$ cat src/hw/rtl/msc_pkg.sv
// Shared types, character codes and the Morse symbol ROM of the Morse codec.
`timescale 1ns / 1ps
`default_nettype none
package msc_pkg;

	localparam int CharW          = 8;
	localparam int RunDepth       = 6;
	localparam int TableSize      = 36;
	localparam int MaxCodeSymbols = 7;

	typedef logic [CharW-1:0] char_t;
	typedef logic [2:0]       cnt_t;
	typedef logic [5:0]       tidx_t;

	localparam char_t CharDot   = 8'h2E;
	localparam char_t CharDash  = 8'h2D;
	localparam char_t CharSpace = 8'h20;
	localparam char_t CharSlash = 8'h2F;
	localparam char_t CharQuery = 8'h3F;

	localparam logic DirEncode = 1'b0;
	localparam logic DirDecode = 1'b1;

	// Pending decode code.
	typedef struct packed {
		logic [6:0] pattern;
		logic [2:0] length;
		logic       nonempty;
		logic       invalid;
	} pend_t;

	// Results caused by one input transaction.
	typedef struct packed {
		char_t [RunDepth-1:0] chars;
		cnt_t                 count;
	} run_t;

	// Entries A-Z then 0-9: length in [10:8], dash mask in [6:0].
	localparam logic [15:0] SymbolTable [TableSize] = '{
		16'h0202, 16'h0401, 16'h0405, 16'h0301, 16'h0100, 16'h0404,
		16'h0303, 16'h0400, 16'h0200, 16'h040E, 16'h0305, 16'h0402,
		16'h0203, 16'h0201, 16'h0307, 16'h0406, 16'h040B, 16'h0302,
		16'h0300, 16'h0101, 16'h0304, 16'h0408, 16'h0306, 16'h0409,
		16'h040D, 16'h0403,
		16'h051F, 16'h051E, 16'h051C, 16'h0518, 16'h0510,
		16'h0500, 16'h0501, 16'h0503, 16'h0507, 16'h050F
	};

	// Table index of a text character after case folding, TableSize if none.
	function automatic tidx_t char_index(input char_t c);
		char_t u;
		tidx_t r;
		u = c;
		r = tidx_t'(TableSize);
		if (c >= 8'h61 && c <= 8'h7A) begin
			u = c - 8'd32;
		end
		if (u >= 8'h41 && u <= 8'h5A) begin
			r = tidx_t'(u - 8'h41);
		end else if (u >= 8'h30 && u <= 8'h39) begin
			r = tidx_t'(u - 8'h30) + tidx_t'(26);
		end
		return r;
	endfunction

	// Character for a pending code, '?' when invalid or unmatched.
	function automatic char_t decode_code(input pend_t p);
		char_t r;
		r = CharQuery;
		if (!p.invalid) begin
			for (int i = 0; i < TableSize; i++) begin
				if (SymbolTable[i][10:8] == p.length && SymbolTable[i][6:0] == p.pattern) begin
					r = (i < 26) ? char_t'(8'h41 + i) : char_t'(8'h30 + i - 26);
				end
			end
		end
		return r;
	endfunction

endpackage
`default_nettype wire

$ cat src/hw/rtl/msc_in_if.sv
// Input channel of the Morse codec: one character per transaction.
`timescale 1ns / 1ps
`default_nettype none
interface msc_in_if;
	logic             valid;
	logic             ready;
	msc_pkg::char_t   in_char;
	logic             end_of_text;

	modport source (output valid, output in_char, output end_of_text, input ready);
	modport sink   (input valid, input in_char, input end_of_text, output ready);
endinterface
`default_nettype wire

$ cat src/hw/rtl/msc_out_if.sv
// Output channel of the Morse codec: one result character per transaction.
`timescale 1ns / 1ps
`default_nettype none
interface msc_out_if;
	logic             valid;
	logic             ready;
	msc_pkg::char_t   out_char;
	logic             last_of_run;

	modport source (output valid, output out_char, output last_of_run, input ready);
	modport sink   (input valid, input out_char, input last_of_run, output ready);
endinterface
`default_nettype wire

$ cat src/hw/rtl/msc_step.sv
// Per-character encode/decode logic: builds the result run and next pending code.
`timescale 1ns / 1ps
`default_nettype none
module msc_step (
	input  wire               direction,
	input  msc_pkg::char_t    in_char,
	input  wire               end_of_text,
	input  msc_pkg::pend_t    pend_cur,
	output msc_pkg::pend_t    pend_nxt,
	output msc_pkg::run_t     run
);
	import msc_pkg::*;

	tidx_t      idx;
	logic [2:0] sym_len;
	logic [6:0] sym_pat;
	pend_t      p;
	cnt_t       n;

	assign idx     = char_index(in_char);
	assign sym_len = (idx < tidx_t'(TableSize)) ? SymbolTable[idx][10:8] : 3'd0;
	assign sym_pat = (idx < tidx_t'(TableSize)) ? SymbolTable[idx][6:0] : 7'd0;

	always_comb begin
		p         = pend_cur;
		n         = '0;
		run.chars = '{default: CharSpace};
		if (direction == DirEncode) begin
			// Encode: symbols or '/', then a separator unless the text ends here; '?' alone for other characters
			if (idx < tidx_t'(TableSize)) begin
				for (int i = 0; i < 5; i++) begin
					if (3'(i) < sym_len) begin
						run.chars[i] = sym_pat[i] ? CharDash : CharDot;
					end
				end
				n = sym_len + cnt_t'(!end_of_text);
			end else if (in_char == CharSpace) begin
				run.chars[0] = CharSlash;
				n            = end_of_text ? 3'd1 : 3'd2;
			end else begin
				run.chars[0] = CharQuery;
				n            = 3'd1;
			end
		end else begin
			// Decode: word break, flush on space, or gather a symbol
			if (in_char == CharSlash) begin
				run.chars[0] = CharSpace;
				n            = 3'd1;
			end else if (in_char == CharSpace) begin
				if (p.nonempty) begin
					run.chars[0] = decode_code(p);
					n            = 3'd1;
					p            = '0;
				end
			end else begin
				p.nonempty = 1'b1;
				if (p.length >= 3'(MaxCodeSymbols)) begin
					p.invalid = 1'b1;
				end else begin
					if (in_char == CharDash) begin
						p.pattern = p.pattern | (7'd1 << p.length);
					end else if (in_char != CharDot) begin
						p.invalid = 1'b1;
					end
					p.length = p.length + 3'd1;
				end
			end
			// End of text flushes whatever is still pending
			if (end_of_text && p.nonempty) begin
				run.chars[n] = decode_code(p);
				n            = n + 3'd1;
				p            = '0;
			end
		end
		run.count = n;
		pend_nxt  = p;
	end

endmodule
`default_nettype wire

$ cat src/hw/rtl/morse_codec_stream_unit.sv
// Top level of the byte-stream Morse codec with APB configuration port.
//
// Usage: text or Morse bytes enter on din (valid/ready); each accepted
// transaction yields zero to six result characters on dout, the last one
// flagged with last_of_run. Register 0 (byte address 0), bit 0, selects
// the direction: 0 encodes text to dots and dashes, 1 decodes them back.
// Write it only while no results are outstanding.
// The first result of a transaction passes through the run buffer and the
// output register before it is presented on dout. Results then leave one
// per cycle from the run buffer while dout is ready: up to six for an
// encoded character, at most two in decode. The next transaction is
// taken in the cycle the run buffer hands over its last character.
// Reset clears the direction (encode), the pending decode code, the run
// buffer count and the output valid flag. When dout stalls, the output
// register holds its character, the run buffer stops draining and din
// deasserts ready while the buffer holds any character.
`timescale 1ns / 1ps
`default_nettype none
module morse_codec_stream_unit (
	input  wire          clk,
	input  wire          arst_n,
	msc_in_if.sink       din,
	msc_out_if.source    dout,
	input  wire          psel,
	input  wire          penable,
	input  wire          pwrite,
	input  wire  [2:0]   paddr,
	input  wire  [31:0]  pwdata,
	output logic [31:0]  prdata,
	output logic         pready
);
	import msc_pkg::*;

	localparam logic RegDirection = 1'b0;

	logic                 dir_q;
	pend_t                pend_q;
	pend_t                pend_nxt;
	run_t                 run;
	char_t [RunDepth-1:0] chars_q;
	cnt_t                 rem_q;
	logic                 out_valid_q;
	char_t                out_char_q;
	logic                 out_last_q;
	logic                 acc;
	logic                 pop;
	logic                 cfg_wr;

	// Configuration port
	assign pready = 1'b1;
	assign cfg_wr = psel && penable && pwrite && pready;
	assign prdata = (paddr[2] == RegDirection) ? {31'd0, dir_q} : 32'd0;

	always_ff @(posedge clk or negedge arst_n) begin
		if (!arst_n) begin
			dir_q <= DirEncode;
		end else if (cfg_wr && paddr[2] == RegDirection) begin
			dir_q <= pwdata[0];
		end
	end

	msc_step u_step (
		.direction   (dir_q),
		.in_char     (din.in_char),
		.end_of_text (din.end_of_text),
		.pend_cur    (pend_q),
		.pend_nxt    (pend_nxt),
		.run         (run)
	);

	// Handshake: drain the run buffer into the output register
	assign pop       = (rem_q != 3'd0) && (!out_valid_q || dout.ready);
	assign din.ready = (rem_q == 3'd0) || (rem_q == 3'd1 && pop);
	assign acc       = din.valid && din.ready;

	// Pending decode code
	always_ff @(posedge clk or negedge arst_n) begin
		if (!arst_n) begin
			pend_q <= '0;
		end else if (acc) begin
			pend_q <= pend_nxt;
		end
	end

	// Run buffer: load on accept, advance on each pop
	always_ff @(posedge clk or negedge arst_n) begin
		if (!arst_n) begin
			rem_q <= '0;
		end else if (acc) begin
			rem_q <= run.count;
		end else if (pop) begin
			rem_q <= rem_q - 3'd1;
		end
	end

	always_ff @(posedge clk) begin
		if (acc) begin
			chars_q <= run.chars;
		end else if (pop) begin
			for (int k = 0; k < RunDepth - 1; k++) begin
				chars_q[k] <= chars_q[k+1];
			end
		end
	end

	// Output register
	always_ff @(posedge clk or negedge arst_n) begin
		if (!arst_n) begin
			out_valid_q <= 1'b0;
		end else if (pop) begin
			out_valid_q <= 1'b1;
		end else if (dout.ready) begin
			out_valid_q <= 1'b0;
		end
	end

	always_ff @(posedge clk) begin
		if (pop) begin
			out_char_q <= chars_q[0];
			out_last_q <= (rem_q == 3'd1);
		end
	end

	assign dout.valid       = out_valid_q;
	assign dout.out_char    = out_char_q;
	assign dout.last_of_run = out_last_q;

	// A transaction with results leaves them in the run buffer
	a_run_loaded: assert property (@(posedge clk) disable iff (!arst_n)
		acc && run.count != 3'd0 |=> rem_q != 3'd0)
		else $error("run buffer empty after accepting a transaction with results");

	// No new transaction while more than one result is still buffered
	a_no_overrun: assert property (@(posedge clk) disable iff (!arst_n)
		rem_q > 3'd1 |-> !din.ready)
		else $error("input ready while run buffer still busy");

	// Encoding never disturbs the pending decode code
	a_encode_keeps_pending: assert property (@(posedge clk) disable iff (!arst_n)
		acc && dir_q == DirEncode |=> $stable(pend_q))
		else $error("pending code changed in encode mode");

	// Decode never yields more than two results per transaction
	a_decode_run_bound: assert property (@(posedge clk) disable iff (!arst_n)
		acc && dir_q == DirDecode |-> run.count <= 3'd2)
		else $error("decode transaction produced too many results");

endmodule
`default_nettype wire
$ cat src/flat_wrapper.sv
// flat-port wrapper written by rule: the top's interface ports become plain ports
module morse_codec_stream_unit_flat import msc_pkg::*;
  (clk, arst_n, psel, penable, pwrite, paddr, pwdata, prdata, pready, din_valid, din_in_char, din_end_of_text, din_ready, dout_valid, dout_out_char, dout_last_of_run, dout_ready);
  msc_in_if din_i ();
  msc_out_if dout_i ();
  input  wire clk;
  input  wire arst_n;
  input  wire psel;
  input  wire penable;
  input  wire pwrite;
  input  wire  [2:0] paddr;
  input  wire  [31:0] pwdata;
  output logic [31:0] prdata;
  output logic pready;
  input wire logic [$bits(din_i.valid)-1:0] din_valid;
  input wire logic [$bits(din_i.in_char)-1:0] din_in_char;
  input wire logic [$bits(din_i.end_of_text)-1:0] din_end_of_text;
  output wire logic [$bits(din_i.ready)-1:0] din_ready;
  output wire logic [$bits(dout_i.valid)-1:0] dout_valid;
  output wire logic [$bits(dout_i.out_char)-1:0] dout_out_char;
  output wire logic [$bits(dout_i.last_of_run)-1:0] dout_last_of_run;
  input wire logic [$bits(dout_i.ready)-1:0] dout_ready;
  assign din_i.valid = din_valid;
  assign din_i.in_char = din_in_char;
  assign din_i.end_of_text = din_end_of_text;
  assign din_ready = din_i.ready;
  assign dout_valid = dout_i.valid;
  assign dout_out_char = dout_i.out_char;
  assign dout_last_of_run = dout_i.last_of_run;
  assign dout_i.ready = dout_ready;
  morse_codec_stream_unit u_core (.clk(clk), .arst_n(arst_n), .din(din_i), .dout(dout_i), .psel(psel), .penable(penable), .pwrite(pwrite), .paddr(paddr), .pwdata(pwdata), .prdata(prdata), .pready(pready));
endmodule
$ cat config.mk
export PLATFORM = sky130hd
export DESIGN_NAME = morse_codec_stream_unit_flat
export DESIGN_NICKNAME = d
export VERILOG_FILES = /design/src/hw/rtl/msc_pkg.sv /design/src/hw/rtl/msc_in_if.sv /design/src/hw/rtl/msc_out_if.sv /design/src/hw/rtl/msc_step.sv /design/src/hw/rtl/morse_codec_stream_unit.sv /design/src/flat_wrapper.sv
export SDC_FILE = /design/constraint.sdc
export NUM_CORES = 1
export LEC_CHECK = 0
export BUFFER_PORTS_ARGS = -buffer_cell sky130_fd_sc_hd__buf_2
export CAP_MARGIN = 40
export CORE_ASPECT_RATIO = 1.2
export CORE_MARGIN = 2
export CORE_UTILIZATION = 30
export DETAILED_ROUTE_END_ITERATION = 8
export PLACE_DENSITY_LB_ADDON = 0.3
export SYNTH_ARGS = -nofsm -noshare
export SYNTH_HDL_FRONTEND = slang
export SYNTH_SLANG_ARGS = --single-unit
$ cat constraint.sdc
create_clock -name clk -period 9.1 [get_ports clk]
set_input_delay 0.455 -clock clk [delete_from_list [all_inputs] [get_ports clk]]
set_output_delay 0.455 -clock clk [all_outputs]
set_load 0.02 [all_outputs]
# ---- Word-level counts from Yosys, hierarchy flattened
# Memory sizes are Yosys's and may differ from the RTL's.
# Cells that the tools add are included.
dict set report totals {
  wordCells 321
  register_bits 74
  latchBits 0
  output_inout_bits 44
  rom_bits 1024
  input_bits 51
  ramBits 0
  n_memories 1
}
dict set report op_classes {
  mux 131
  add_sub_neg 8
  order_cmp 16
  n_shift 1
  n_mul 0
  n_bitwise 3
  eq_ne 51
  reduce_logical 95
  n_div 0
}
# memory words word_bits rd rd_ports_with_merged_regs write_ports line_no
set mem_list {}
lappend mem_list {{(name not given)} 64 16 1 0 0 msc_step.sv:22} ;# assign sym_pat = (idx < tidx_t'(TableSize)) ? SymbolTable[idx][6:0] : 7'd0;
# operator count
set op_table {}
lappend op_table {{$mux W8} 80}
lappend op_table {{$mux W40} 4}
lappend op_table {{$eq A4 B7 Y1 const A} 12}
lappend op_table {{$logic_and A1 B1 Y1} 83}
lappend op_table {{$eq A5 B7 Y1 const A} 10}
lappend op_table {{$mux W12} 5}
lappend op_table {{$eq A3 B7 Y1 const A} 8}
lappend op_table {{$bwmux W48} 1}
lappend op_table {{$mux W32} 1}
lappend op_table {{$eq A2 B7 Y1 const A} 4}
lappend op_table {{$demux W8 S3} 1}
lappend op_table {{$eq A8 B6 Y1 const B} 3}
lappend op_table {{$mux W11} 2}
lappend op_table {{$mux W3} 7}
lappend op_table {{$mux W7} 3}
lappend op_table {{$mux W4} 5}
lappend op_table {{$ge A8 B7 Y1 const B} 2}
lappend op_table {{$le A8 B7 Y1 const B} 2}
lappend op_table {{$mux W5} 3}
lappend op_table {{$eq A1 B7 Y1 const A} 2}
lappend op_table {{$logic_not A7 Y1} 2}
lappend op_table {{$mux W2} 7}
lappend op_table {{$eq A2 B3 Y1 const A} 4}
lappend op_table {{$eq A3 B3 Y1 const A} 4}
lappend op_table {{33 further kinds} 50}

# ---- Longest topological paths before layout
# Gate-level depths: netlist of the first run.
dict set report logic_depth {
  depth_word 52
  ltp_mapped 18
  ltp_nobuf 17
}

# ---- Hierarchy
# A second synthesis of the first run with hierarchy kept.
dict set report unflattened {
  cells_unflattened 791
  area_unflattened_um2 7010.5
}
# mod instances area_each_um2 cells_per_inst seq_area_each_um2
set by_module_without_submodules {}
lappend by_module_without_submodules {msc_step 1 3681.0 599 0.0}
lappend by_module_without_submodules {morse_codec_stream_unit 1 3329.4 192 2137.0}

# ---- Least setup slack after synthesis of the first run
# Ideal clock, no wire load.
dict set report synth_timing {
  kind {input port to flip-flop}
  from {input port din_in_char[0]}
  to {register u_core.rem_q[1]}
  arrival_time_ns 3.816
  setup_ns 0.135
  t_required_ns 8.965
  stages 18
  setup_slack_ns 5.149
  n_path_buf 1
  cell_sequence {buf_2 > inv_1 > ha_1 > or3b_1 > o311a_2 > o21ai_0 > o21a_1 > inv_1 > ha_1 > o21ai_0 > a311oi_1 > a311oi_1 > nor2_1 > ha_1 > ha_1 > o2bb2ai_1 > mux2i_1 > a21oi_1}
}
dict set report synth_via {
  elab_chain_cells 16
  word_cells_on_any_way 38
  classes_between {6 x add/sub; 7 x order compare; 2 x eq/ne; 17 x mux; 1 x bitwise; 4 x reduce/logical; 1 x memory}
}
# item line_no
set synth_lines {}
lappend synth_lines {{start, declared} flat_wrapper.sv:16} ;# input wire logic [$bits(din_i.in_char)-1:0] din_in_char;
lappend synth_lines {{$ge A8 B7 Y1 / $le A8 B7 Y1 (equally long branches)} msc_pkg.sv:55} ;# if (c >= 8'h61 && c <= 8'h7A) begin
lappend synth_lines {{$logic_and A1 B1 Y1} msc_pkg.sv:55}
lappend synth_lines {{$mux W8} msc_pkg.sv:55}
lappend synth_lines {{$sub A6 B6 Y6, or another cell as far along} msc_pkg.sv:61} ;# r = tidx_t'(u - 8'h30) + tidx_t'(26);
lappend synth_lines {{$add A6 B5 Y6 / $logic_and A1 B1 Y1 (equally long branches)} {msc_pkg.sv:61, msc_pkg.sv:60}}
lappend synth_lines {{$mux W6} msc_pkg.sv:60} ;# end else if (u >= 8'h30 && u <= 8'h39) begin
lappend synth_lines {{$mux W6} msc_pkg.sv:58} ;# if (u >= 8'h41 && u <= 8'h5A) begin
lappend synth_lines {{$not A6 Y7 (implied by the code)} msc_step.sv:21} ;# assign sym_len = (idx < tidx_t'(TableSize)) ? SymbolTable[idx][10:8] : 3'd0;
lappend synth_lines {{$mem_v2 Z64 W16} -}
lappend synth_lines {{$mux W11 (2 in a row)} -}
lappend synth_lines {{$mux W3} msc_step.sv:21}
lappend synth_lines {{$add A3 B1 Y3} msc_step.sv:36} ;# n = sym_len + cnt_t'(!end_of_text);
lappend synth_lines {{$mux W3} msc_step.sv:30} ;# if (idx < tidx_t'(TableSize)) begin
lappend synth_lines {{$mux W3 (*)} msc_step.sv:28} ;# if (direction == DirEncode) begin
lappend synth_lines {{$mux W3 (*)} morse_codec_stream_unit.sv:89} ;# end else if (acc) begin
lappend synth_lines {{end signal, assigned} morse_codec_stream_unit.sv:90} ;# rem_q <= run.count;
lappend synth_lines {{end signal, assigned} morse_codec_stream_unit.sv:92} ;# rem_q <= rem_q - 3'd1;
lappend synth_lines {{end, declared} morse_codec_stream_unit.sv:41} ;# cnt_t rem_q;
# Every way passes the cells marked *; elsewhere a longest branch is shown, timed or not. The select of a mux whose other input is x is not followed.
# A chain may end at the register's enable or synchronous reset.

# ---- Worst setup path in the final report of the first run
dict set report layout_timing {
  from {register u_core.pend_q[2] (netlist bit)}
  to {register u_core.chars_q[4] (netlist bit), data pin}
}
dict set report layout_via {
  elab_chain_cells 52
  word_cells_on_any_way 196
  classes_between {1 x add/sub; 1 x order compare; 28 x eq/ne; 1 x shift; 91 x mux; 1 x bitwise; 73 x reduce/logical}
}
# item line_no
set layout_lines {}
lappend layout_lines {{start, declared} morse_codec_stream_unit.sv:37} ;# pend_t pend_q;
lappend layout_lines {{start signal, assigned} morse_codec_stream_unit.sv:81} ;# pend_q <= pend_nxt;
lappend layout_lines {{$shl A1 B3 Y7} msc_step.sv:61} ;# p.pattern = p.pattern | (7'd1 << p.length);
lappend layout_lines {{$or A7 B7 Y7} msc_step.sv:61}
lappend layout_lines {{$mux W7} msc_step.sv:60} ;# if (in_char == CharDash) begin
lappend layout_lines {{$mux W10} msc_step.sv:57} ;# if (p.length >= 3'(MaxCodeSymbols)) begin
lappend layout_lines {{$mux W12} msc_step.sv:49} ;# end else if (in_char == CharSpace) begin
lappend layout_lines {{$mux W12} msc_step.sv:46} ;# if (in_char == CharSlash) begin
lappend layout_lines {{$mux W12} msc_step.sv:28}
lappend layout_lines {{$eq A2 B7 Y1} msc_pkg.sv:72} ;# if (SymbolTable[i][10:8] == p.length && SymbolTable[i][6:0] == p.pattern) begin
lappend layout_lines {{[2 not listed]} -}
lappend layout_lines {{$mux W8 (35 in a row)} msc_pkg.sv:72}
lappend layout_lines {{$mux W8} msc_pkg.sv:70} ;# if (!p.invalid) begin
lappend layout_lines {{$mux W8} msc_step.sv:69} ;# if (end_of_text && p.nonempty) begin
lappend layout_lines {{$mux W8} msc_step.sv:28}
lappend layout_lines {{$bwmux W48} msc_step.sv:70} ;# run.chars[n] = decode_code(p);
lappend layout_lines {{$mux W40 (*)} msc_step.sv:69}
lappend layout_lines {{$mux W40 (*)} msc_step.sv:28}
lappend layout_lines {{$mux W40 (*)} morse_codec_stream_unit.sv:97} ;# if (acc) begin
lappend layout_lines {{end signal, assigned} morse_codec_stream_unit.sv:98} ;# chars_q <= run.chars;
lappend layout_lines {{end signal, assigned by index} morse_codec_stream_unit.sv:101} ;# chars_q[k] <= chars_q[k+1];
lappend layout_lines {{end, declared} morse_codec_stream_unit.sv:40} ;# char_t [RunDepth-1:0] chars_q;
# Marks and branches as above.

==> run summary, run 1 <==
outcome: finished, final reports clean
wire per inst: 18.2 um
wire length of the first global-routing pass: 28,900 um
CP required: 9.14 ns
main flop type after synthesis: edfxtp_1
Placed Cells: 970
Area Overhead vs Synth: 6.45%
RSZ-0062 raised after global routing: false
GP Congestion: 0.985
Clock Sinks: 48
CP Launch Type: flip-flop
Resize count post-CTS: 0
DP Worst Slack: 4.45 ns
minimum clock period: 4.49 ns
critical path arrival: 4.52 ns
Die Height: 155 um
initial DRC count: 523
DR vias: 5,722
drt drc: 0
# nets final: 799
Die ar.: 20,100 um2
Synth Instances: 723
clock buffer depth: 2
Pre-antenna DRT Iters: 5
Yosys reg bits: 48
Reg clk slew, reported paths: 0.07 ns
slowest stage cell, crit path: o32ai_1
Max Cap Viol: 0
Largest delay share family, worst path: compound AO/OA/AOI/OAI gates
clock root cell: clkbuf_16
# rows: 55
Leak: 2.28 nW
worst hold path class: input pin to asynchronous set/reset pin
FMAX: 223 MHz
worst rel slew slack: 40.1%
count leader, synth: nand2_1
post-CTS setup buffers: 0
initial antenna violation count: 0
CTS tree: built
mean area per synthesized cell: 7.86 um2
largest net degree at the start of global routing: 28
EDFF count, synth: 31
Post-Syn Area: 5680 um2
vias in the first global route: 5,377
crit path kind: flip-flop to flip-flop
final setup skew: 0.00824 ns
die span in x: 130 um
TritonCTS Buffers: 5
Pwr Density: 225 nW/um2
YS warnings: 0
setup ws final: 4.61 ns
Hold-fix buffers, CTS: 0
Design Power: 1.36 mW
CP dominant cell by count: ha_1
Crit path largest cell delay: 0.92 ns
Bufs and invs on worst path: 0
top-area cell type share of the netlist area: 16.4%
post-route cell area: 6050 um2
# H-tree levels: 2
Overflow after GRT: 0
area of the core: 18,700 um2
Clk Latency, worst-skew pair: 0.29 ns
post-route non-filler standard cell count: 979
share of layout cells above drive strength 1: 10.5%
Fin. Hold Viols: 0
post-DP HPWL: 13,300 um
port buffer count: 28
Setup Viol. Count Final: 0
Worst-Margin Slew: 0.896 ns
drt via density: 5.84
Total GRT Usage: 17.8%
Crit. End Element: flip-flop
Post-Route Utilization: 32.3%
cell taking the most area after synthesis: edfxtp_1
initial core utilization: 30.4%
IR Drop Worst-Case VDD: 93.9 uV
crit path max fanout: 16
Seq/Total Area, Yosys: 23.9%
Detailed Route WL: 17,800 um
synth top area cells: edfxtp_1, dfrtp_1, ha_1, nand2_1, o21ai_0
Top Ports: 95
async set or reset register ratio after synthesis: 35.4%
Distinct cells, synth: 97
ANT nets after route: 0
crit path cell chain: ha_1 > ha_1 > a31oi_2 > nand3_1 > o32ai_1 > nor2_1 > o21ai_0 > o211ai_1 > a21oi_1 > nand2_1 > a221o_1
period utilization: 49.3%
Hold WS: 0.128 ns
most frequent cells after synthesis: nand2_1, nor2_1, o21ai_0
Slew Viols, Final: 0
Antenna Cells: 0
setup_tns: 0 ns
DP Area: 5890 um2
-- power by group --
group	switching (mW)	leakage, nW	internal [mW]
clock network	0.0880	0.0772	0.110
registers	0.0622	0.521	0.352
logic	0.482	1.68	0.264
-- per-layer routing --
layer	global-route usage [%]	share of wire [%]	vias to the layer above
met5	0	0	-
met4	6.66	3.1	0
met3	1.76	5.9	44
met2	29.0	48	257
met1	24.1	43	2719
li1	-	-	2702
-- area by class of cell --
class	instances	area [um2]
clock buffers	6	139
clock inverters	2	13.8
fillers	2055	12700
inverters	25	93.8
multi-input cells	607	3910
flip-flops and latches	48	1360
well taps	256	320
repair buffers	35	216
-- logic make-up (layout without fill, tap and decap cells) --
group                    after synthesis  count (layout)  synth area share (%)
AO/OA/AOI/OAI                        248             248                  32.5
XOR/XNOR                               5               5                 0.771
adder cells (fa/ha/maj)               26              26                  5.73
buffers and inverters                 99              68                  9.38
flip-flops                            48              48                  23.9
multiplexers                           7               7                  1.28
other                                  2              33                 0.132
AND/OR/NAND/NOR                      288             288                  26.4
-- path summary, 6_finish.rpt --
| kind | startpoint | to | slack, ns | depth (start not counted) |
|---|---|---|---|---|
| max | u_core.pend_q[2] | u_core.chars_q[4] | 4.61 | 11 |
| min | arst_n | u_core.dir_q | 0.13 | 1 |
| max reg2reg | u_core.pend_q[2] | u_core.chars_q[4] | 4.61 | 11 |
| min reg2reg | u_core.chars_q[1] | u_core.dout.out_char[1] | 0.42 | 0 |
| max in group asynchronous | arst_n | u_core.pend_q[10] | 8.62 | 1 |
| min in group clk | pwdata[0] | u_core.dir_q | 0.39 | 2 |
-- sequential cells by signal (all words and copies together), names as in the netlist --
| name | cells |
|---|---|
| u_core.dout.valid | 1 |
| u_core.rem_q | 3 |
| u_core.dout.last_of_run | 1 |
| u_core.dout.out_char | 7 |
| u_core.dir_q | 1 |
| u_core.pend_q | 12 |
| u_core.chars_q | 23 |
-- cells in the final DEF, fill, tap and decap left out, types with 5 or more instances in the layout --
cell type and instances:
buf_2 28, o21ai_0 53, nor4_1 8, a22o_1 7, a41oi_1 5, ha_1 26
clkbuf_16 5, o211ai_1 12, edfxtp_1 31, a22oi_1 6, and3_1 9, or3_1 11
o22ai_1 14, conb_1 33, nand2b_1 13, nor2_1 58, and2_1 5, a21oi_1 30
nand2_1 86, a211oi_1 16, dfrtp_1 17, a21o_1 5, o32ai_1 6, a31oi_1 7
inv_1 25, mux2i_1 5, nor2b_1 11, a21boi_0 5, o31ai_1 5, a311oi_1 5
nand4_1 8, nor3_1 18, o2111ai_1 5, nand3_1 24, or2_2 5
Note: power is estimated with default switching activity, not from simulation.
==> inputs of run 2 (changes only) <==
==> constraint.sdc (replaced) <==
create_clock -name clk -period 4.3 [get_ports clk]
set_input_delay 0.215 -clock clk [delete_from_list [all_inputs] [get_ports clk]]
set_output_delay 0.215 -clock clk [all_outputs]
set_load 0.02 [all_outputs]
==> run 2 against run 1 <==
  * Die area unchanged
  * Sequential share of layout area is 0.89 points lower
  * Worst hold slack improved by 0.030 ns
  * Largest cell class unchanged
==> run summary, run 2 (synthesis gave the netlist of run 1 again) <==
outcome: finished, final reports clean
Crit. End Element: flip-flop
worst hold path class: input pin to flip-flop
R2R cell count: 11 (unchanged)
GP Congestion: 0.939 (-4.7%)
Worst Hold Launch: pwdata[0]
DR vias: 5,805 (+1.5%)
setup slack, reg-to-reg: 0.53 ns (-4.08 ns)
Setup Viol. Count Final: 0 (unchanged)
Worst-Margin Slew: 0.750 ns (-0.146 ns)
drt via density: 5.73 (-2.0%)
most common cell after layout, fill and taps aside: nand2_1
initial DRC count: 561 (+7.3%)
Max Cap Viol: 0 (unchanged)
Die ar.: 20,100 um2 (unchanged)
# rows: 55 (unchanged)
RR Startpoint: u_core.pend_q[2]
die span in x: 130 um (unchanged)
wire length of the first global-routing pass: 28,300 um (-2.0%)
crit path kind: input pin to flip-flop
Clock Sinks: 48 (unchanged)
post-route non-filler standard cell count: 1,013 (+3.5%)
wire per inst: 17.7 um (-2.8%)
Largest register FFs: 23 (unchanged)
largest net degree at the start of global routing: 24 (-14%)
most frequent cells in the layout: nand2_1, nor2_1, o21ai_0
IR Drop Worst-Case VDD: 172 uV (+83%)
share of layout cells above drive strength 1: 14.5% (+4.0 points)
setup_tns: 0 ns (unchanged)
crit path cell chain: buf_2 > inv_1 > ha_1 > or3b_1 > o311a_2 > o21ai_0 > o2bb2ai_1 > ha_1 > a221oi_1 > a311oi_1 > a311oi_1 > nor2_1 > ha_1 > ha_1 > o2bb2ai_1 > mux2i_1 > a21oi_1
Worst Hold End: u_core.dir_q
Overflow after GRT: 0 (unchanged)
Reg clk slew, reported paths: 0.07 ns (about the same)
clock buffer depth: 2 (unchanged)
post-DP HPWL: 13,800 um (+3.4%)
Area Overhead vs Synth: 10.8%
Slew Viols, Final: 0 (unchanged)
drt drc: 0 (unchanged)
Detailed Route WL: 17,900 um (+0.59%)
clock root cell: clkbuf_16
Leak: 2.45 nW (+7.4%)
worst rel slew slack: 48.7% (+8.6 points)
Top Ports: 95 (unchanged)
post-CTS setup buffers: 0 (unchanged)
vias in the first global route: 5,322 (-1.0%)
Bufs and invs on worst path: 2 (+2)
TritonCTS Buffers: 5 (unchanged)
ANT nets after route: 0 (unchanged)
CP Launch Type: input pin
critical path arrival: 3.95 ns (-0.57 ns)
Clk pwr share: 14.2% (-0.4 points)
Largest delay share family, worst path: compound AO/OA/AOI/OAI gates
port buffer count: 28 (unchanged)
hold depth: 2
Crit path largest cell delay: 0.41 ns (-0.51 ns)
Gate power share: 57.2% (+2.3 points)
area of the core: 18,700 um2 (unchanged)
Reg power frac: 28.6% (-1.9 points)
# H-tree levels: 2 (unchanged)
Int Pwr: 1.60 mW (+120%)
final setup skew: 0.00988 ns (+0.00164 ns)
Placed Cells: 1,004 (+3.5%)
Total GRT Usage: 17.6% (-0.18 points)
Fin. Hold Viols: 0 (unchanged)
Antenna Cells: 0 (unchanged)
CP dominant cell by count: ha_1
Clk Latency, worst-skew pair: 0.29 ns (about the same)
NetSw: 1.34 mW (+110%)
FMAX: 263 MHz
Die Height: 155 um (unchanged)
initial antenna violation count: 0 (unchanged)
Pre-antenna DRT Iters: 7 (+2)
crit path max fanout: 12 (-4)
slowest stage cell, crit path: or3b_1
fill cell count: 2,041 (-0.68%)
RSZ-0062 raised after global routing: false
CP required: 4.46 ns (-4.68 ns)
period utilization: 88.3%
initial core utilization: 30.4% (unchanged)
reg-to-reg endpoint: u_core.chars_q[6]
Switching Fraction: 45.6% (-0.94 points)
minimum clock period: 3.80 ns
CTS tree: built
# nets final: 833 (+4.3%)
Most flops, register: u_core.chars_q
Pwr Density: 466 nW/um2 (+110%)
[run 2: cell types whose count changed in the layout (fill, tap and decap cells not counted), sizes merged]
cell / change
buf: +33
dlygate4sd3: +1
[run 2: final cells by class]
cell class                 count  area (um2)  area share [%]
clock buffer                   6         139            2.21
clock inverter                 2        13.8           0.219
inverter                      25        93.8            1.49
multi-input combinational    607        3910            62.1
sequential                    48        1360            21.5
tap                          256         320            5.09
timing repair buffer          69         465            7.39
[run 2: through the flow]
stage                     setup WS (ns)  total power, mW  hold slack (ns)  utilization [%]  instance area, um2
after floorplan                   0.589             2.03          -0.0806                -                5800
after global placement            0.273             2.50            0.231             32.6                6100
final                             0.504             2.93            0.158             33.6                6300
after detailed placement          0.201             2.50            0.231             32.8                6130
after CTS                         0.507             2.92            0.155             33.6                6300
after global routing             0.0847             3.14            0.159             33.6                6300
[run 2: what timing repair did]
item,CTS,global route
resized for setup,0,0
hold buffers,1,0
setup endpoints to repair,0,0
hold endpoints to repair,17,0
[run 2: worst max path at each step]
stage                   start            endpoint  slack (ns)  cells past startpoint
6_report       din_in_char[0]     u_core.rem_q[1]        0.50                     17
5_1_grt        din_in_char[5]  u_core.chars_q[10]        0.08                     15
4_1_cts        din_in_char[0]     u_core.rem_q[1]        0.51                     17
3_5_place_dp   din_in_char[0]     u_core.rem_q[1]        0.20                     17
3_3_place_gp   din_in_char[0]     u_core.rem_q[1]        0.27                     17
2_1_floorplan  din_in_char[0]     u_core.rem_q[1]        0.59                     18
[run 2: power by group through the flow]
stage	combinational [mW]	sequential, mW	clock (mW)
global route	1.84	0.859	0.445
CTS	1.66	0.840	0.428
finish	1.68	0.838	0.417
floorplan	1.17	0.860	0
detailed placement	1.65	0.850	0
global placement	1.64	0.851	0
[run 2: layer usage]
layer	up-vias	global-route usage, %	part of all wire (%)
li1	2765	-	-
met5	-	0	0
met3	51	1.45	4.5
met4	0	6.81	3.6
met1	2784	23.2	44
met2	205	29.6	48
==> inputs of run 3 (changes only) <==
--- a/config.mk
+++ b/config.mk
@@ -5,6 +5,7 @@
 export SDC_FILE = /design/constraint.sdc
 export NUM_CORES = 1
 export LEC_CHECK = 0
+export ABC_AREA = 1
 export BUFFER_PORTS_ARGS = -buffer_cell sky130_fd_sc_hd__buf_2
 export CAP_MARGIN = 40
 export CORE_ASPECT_RATIO = 1.2
@@ -12,6 +13,7 @@
 export CORE_UTILIZATION = 30
 export DETAILED_ROUTE_END_ITERATION = 8
 export PLACE_DENSITY_LB_ADDON = 0.3
+export RECOVER_POWER = 50
 export SYNTH_ARGS = -nofsm -noshare
 export SYNTH_HDL_FRONTEND = slang
 export SYNTH_SLANG_ARGS = --single-unit
==> run 3 against run 2 <==
  * Die area down 7.8%
  * Synthesized area down 8.0%
  * Critical endpoint is now u_core.chars_q[5]
  * Synthesized cell count up 9.5%
  * Final area down 10%
  * Sequential share of layout area up 2.4 points
  * Combinational power up 11%
  * Largest cell class unchanged
  * Clock power up 12%
  * Global-route usage down 3.1 points
  * Clock skew down 0.00078 ns
  * Via count down 13%
  * Routed wire length down 25%
==> run summary, run 3 <==
async set or reset register ratio after synthesis: 35.4% (unchanged)
initial core utilization: 30.8% (+0.44 points)
final setup skew: 0.00911 ns (-0.000775 ns)
DP Worst Slack: 0.417 ns (+0.216 ns)
worst hold path class: input pin to flip-flop
Bufs and invs on worst path: 4 (+2)
share of layout cells above drive strength 1: 11.2% (-3.4 points)
TritonCTS Buffers: 5 (unchanged)
die span in x: 125 um (-3.9%)
setup slack, reg-to-reg: 0.67 ns (+0.14 ns)
Pwr Density: 566 nW/um2 (+22%)
reg-to-reg endpoint: u_core.chars_q[5]
Post-Route Utilization: 33.3% (-0.32 points)
Design Power: 3.20 mW (+9.2%)
YS warnings: 0 (unchanged)
Antenna Cells: 0 (unchanged)
Pre-antenna DRT Iters: 6 (-1)
wire per inst: 13.0 um (-27%)
Distinct cells, synth: 54 (-44%)
# H-tree levels: 2 (unchanged)
Placed Cells: 1,030 (+2.6%)
minimum clock period: 3.63 ns (-0.170 ns)
Top Ports: 95 (unchanged)
post-CTS setup buffers: 0 (unchanged)
crit path kind: flip-flop to flip-flop
multi-input logic area: 3220 um2 (-18%)
CP required: 4.34 ns (-0.12 ns)
# nets final: 899 (+7.9%)
Int Pwr: 1.61 mW (+1.2%)
Crit path largest cell delay: 0.46 ns (+0.05 ns)
crit path cell chain: ha_1 > ha_1 > inv_1 > nand2_1 > inv_1 > nand3_2 > nor2_1 > nor2_2 > nor2_1 > nand2_1 > nor2_1 > nand2_1 > o31ai_1 > inv_1 > nand4_1 > nor2_1 > nand2_1 > nand2_1 > o21ai_1 > inv_1 > o22a_1
CTS tree: built
most common cell after layout, fill and taps aside: nand2_1
Overflow after GRT: 0 (unchanged)
worst rel slew slack: 25.1% (-24 points)
Fin. Hold Viols: 0 (unchanged)
Clk pwr share: 14.6% (+0.4 points)
synth top area cells: edfxtp_1, nand2_1, dfrtp_1, inv_1, nor2_1
largest net degree at the start of global routing: 22 (-8.3%)
cell taking the most area after synthesis: edfxtp_1
slowest stage cell, crit path: dfrtp_1
fill cell count: 1,851 (-9.3%)
IR Drop Worst-Case VDD: 187 uV (+8.3%)
Largest register FFs: 23 (unchanged)
Area Overhead vs Synth: 8.21%
ANT nets after route: 0 (unchanged)
Synth Instances: 792 (+9.5%)
most frequent cells in the layout: nand2_1, inv_1, nor2_1
period utilization: 84.3% (-4.0 points)
Gate power share: 58.0% (+0.8 points)
Switching Fraction: 49.6% (+4.0 points)
Die ar.: 18,500 um2 (-7.8%)
top-area cell type share of the netlist area: 17.8% (+1.4 points)
crit path max fanout: 7 (-5)
NetSw: 1.59 mW (+19%)
Reg area: 1360 um2 (unchanged)
CP Launch Type: flip-flop
post-DP HPWL: 10,800 um (-22%)
Total GRT Usage: 14.5% (-3.1 points)
drt via density: 4.89 (-15%)
critical path arrival: 3.67 ns (-0.28 ns)
setup_tns: 0 ns (unchanged)
clock root cell: clkbuf_16
wire length of the first global-routing pass: 22,400 um (-21%)
Post-Syn Area: 5230 um2 (-8.0%)
# rows: 52 (-5.5%)
FMAX: 276 MHz (+4.7%)
Clock Sinks: 48 (unchanged)
Detailed Route WL: 13,500 um (-25%)
vias in the first global route: 4,812 (-9.6%)
Leak: 2.72 nW (+11%)
CP dominant cell by count: nand2_1
Worst Hold End: u_core.dout.valid
Hold WS: 0.210 ns (+0.0516 ns)
Die Height: 149 um (-4.0%)
RR Startpoint: u_core.pend_q[3]
Slew Viols, Final: 0 (unchanged)
Max Cap Viol: 0 (unchanged)
Clk Latency, worst-skew pair: 0.29 ns (about the same)
count leader, synth: nand2_1
Seq/Total Area, Yosys: 25.9% (+2.1 points)
main flop type after synthesis: edfxtp_1
initial DRC count: 320 (-43%)
post-route non-filler standard cell count: 1,039 (+2.6%)
port buffer count: 28 (unchanged)
area of the core: 17,000 um2 (-9.3%)
most frequent cells after synthesis: nand2_1, inv_1, nor2_1
mean area per synthesized cell: 6.60 um2 (-16%)
GP Congestion: 0.935 (-0.45%)
initial antenna violation count: 0 (unchanged)
Worst-Margin Slew: 1.12 ns (+0.374 ns)
Worst Hold Launch: dout_ready
setup ws final: 0.675 ns (+0.170 ns)
Crit. End Element: flip-flop
Most flops, register: u_core.chars_q
DR vias: 5,078 (-13%)
EDFF count, synth: 31 (unchanged)
hold depth: 4 (+2)
Yosys reg bits: 48 (unchanged)
Reg clk slew, reported paths: 0.07 ns (about the same)
R2R cell count: 21 (+10)
Reg power frac: 27.4% (-1.2 points)
DP Area: 5490 um2 (-11%)
post-route cell area: 5660 um2 (-10%)
Largest delay share family, worst path: simple AND/OR/NAND/NOR gates
Setup Viol. Count Final: 0 (unchanged)
RSZ-0062 raised after global routing: false
drt drc: 0 (unchanged)
clock buffer depth: 2 (unchanged)
outcome: finished, final reports clean
-- run 3: cells by family after synthesis --
group,Yosys count,share of synthesized area [%]
simple gates,439,37.9
buf+inv,164,14.6
compound gates,108,14.3
flops,48,25.9
fa+ha+maj,26,6.22
xor+xnor,5,0.838
other cells,2,0.144
-- run 3: area by class of cell --
class | instances | share of cell area [%]
clock buffer | 6 | 2.45
clock inverter | 2 | 0.686
inverter | 122 | 8.16
sequential | 48 | 24.0
multi-input combinational | 611 | 57.0
tap | 216 | 4.78
timing repair buffer | 34 | 2.99
-- run 3: per-layer routing --
metal / GRT usage, % / vias up / part of all wire [%] / wire, um
met1: 18.0 / 2288 / 45 / 5990
met5: 0 / - / 0 / 0
met3: 1.19 / 28 / 4.5 / 607
met2: 25.7 / 167 / 48 / 6470
met4: 6.40 / 0 / 2.9 / 389
li1: - / 2595 / - / -
-- run 3: power groups by stage --
| stage | clock (mW) | combinational (mW) | sequential (mW) |
|---|---|---|---|
| finish | 0.467 | 1.86 | 0.878 |
| global route | 0.490 | 2.09 | 0.905 |
| CTS | 0.475 | 1.86 | 0.878 |
| detailed placement | 0 | 1.86 | 0.887 |
| global placement | 0 | 1.87 | 0.886 |
| floorplan | 0 | 1.37 | 0.907 |
-- run 3: worst max-delay path by stage --
stage / start / end / slack (ns) / depth (start not counted)
2_1_floorplan: din_in_char[1] / u_core.rem_q[1] / 0.84 / 26
3_3_place_gp: din_in_char[1] / u_core.rem_q[1] / 0.43 / 30
3_5_place_dp: din_in_char[1] / u_core.rem_q[1] / 0.42 / 30
4_1_cts: din_in_char[1] / u_core.rem_q[1] / 0.72 / 30
5_1_grt: u_core.pend_q[3] / u_core.chars_q[1] / 0.33 / 21
6_report: u_core.pend_q[3] / u_core.chars_q[5] / 0.67 / 21
-- run 3: what timing repair did --
item | CTS | global route
resized for setup | 0 | 0
hold endpoints to repair | 17 | 0
hold buffers | 1 | 0
-- run 3: worst register-to-register path, cell delays in order (launching register included) --
cell and delay [ns]:
dfrtp_1 0.46, ha_1 0.24, ha_1 0.20, inv_1 0.09, nand2_1 0.12, inv_1 0.14, nand3_2 0.18, nor2_1 0.17
nor2_2 0.09, nor2_1 0.18, nand2_1 0.07, nor2_1 0.33, nand2_1 0.18, o31ai_1 0.14, inv_1 0.08, nand4_1 0.13
nor2_1 0.06, nand2_1 0.08, nand2_1 0.05, o21ai_1 0.14, inv_1 0.07, o22a_1 0.15
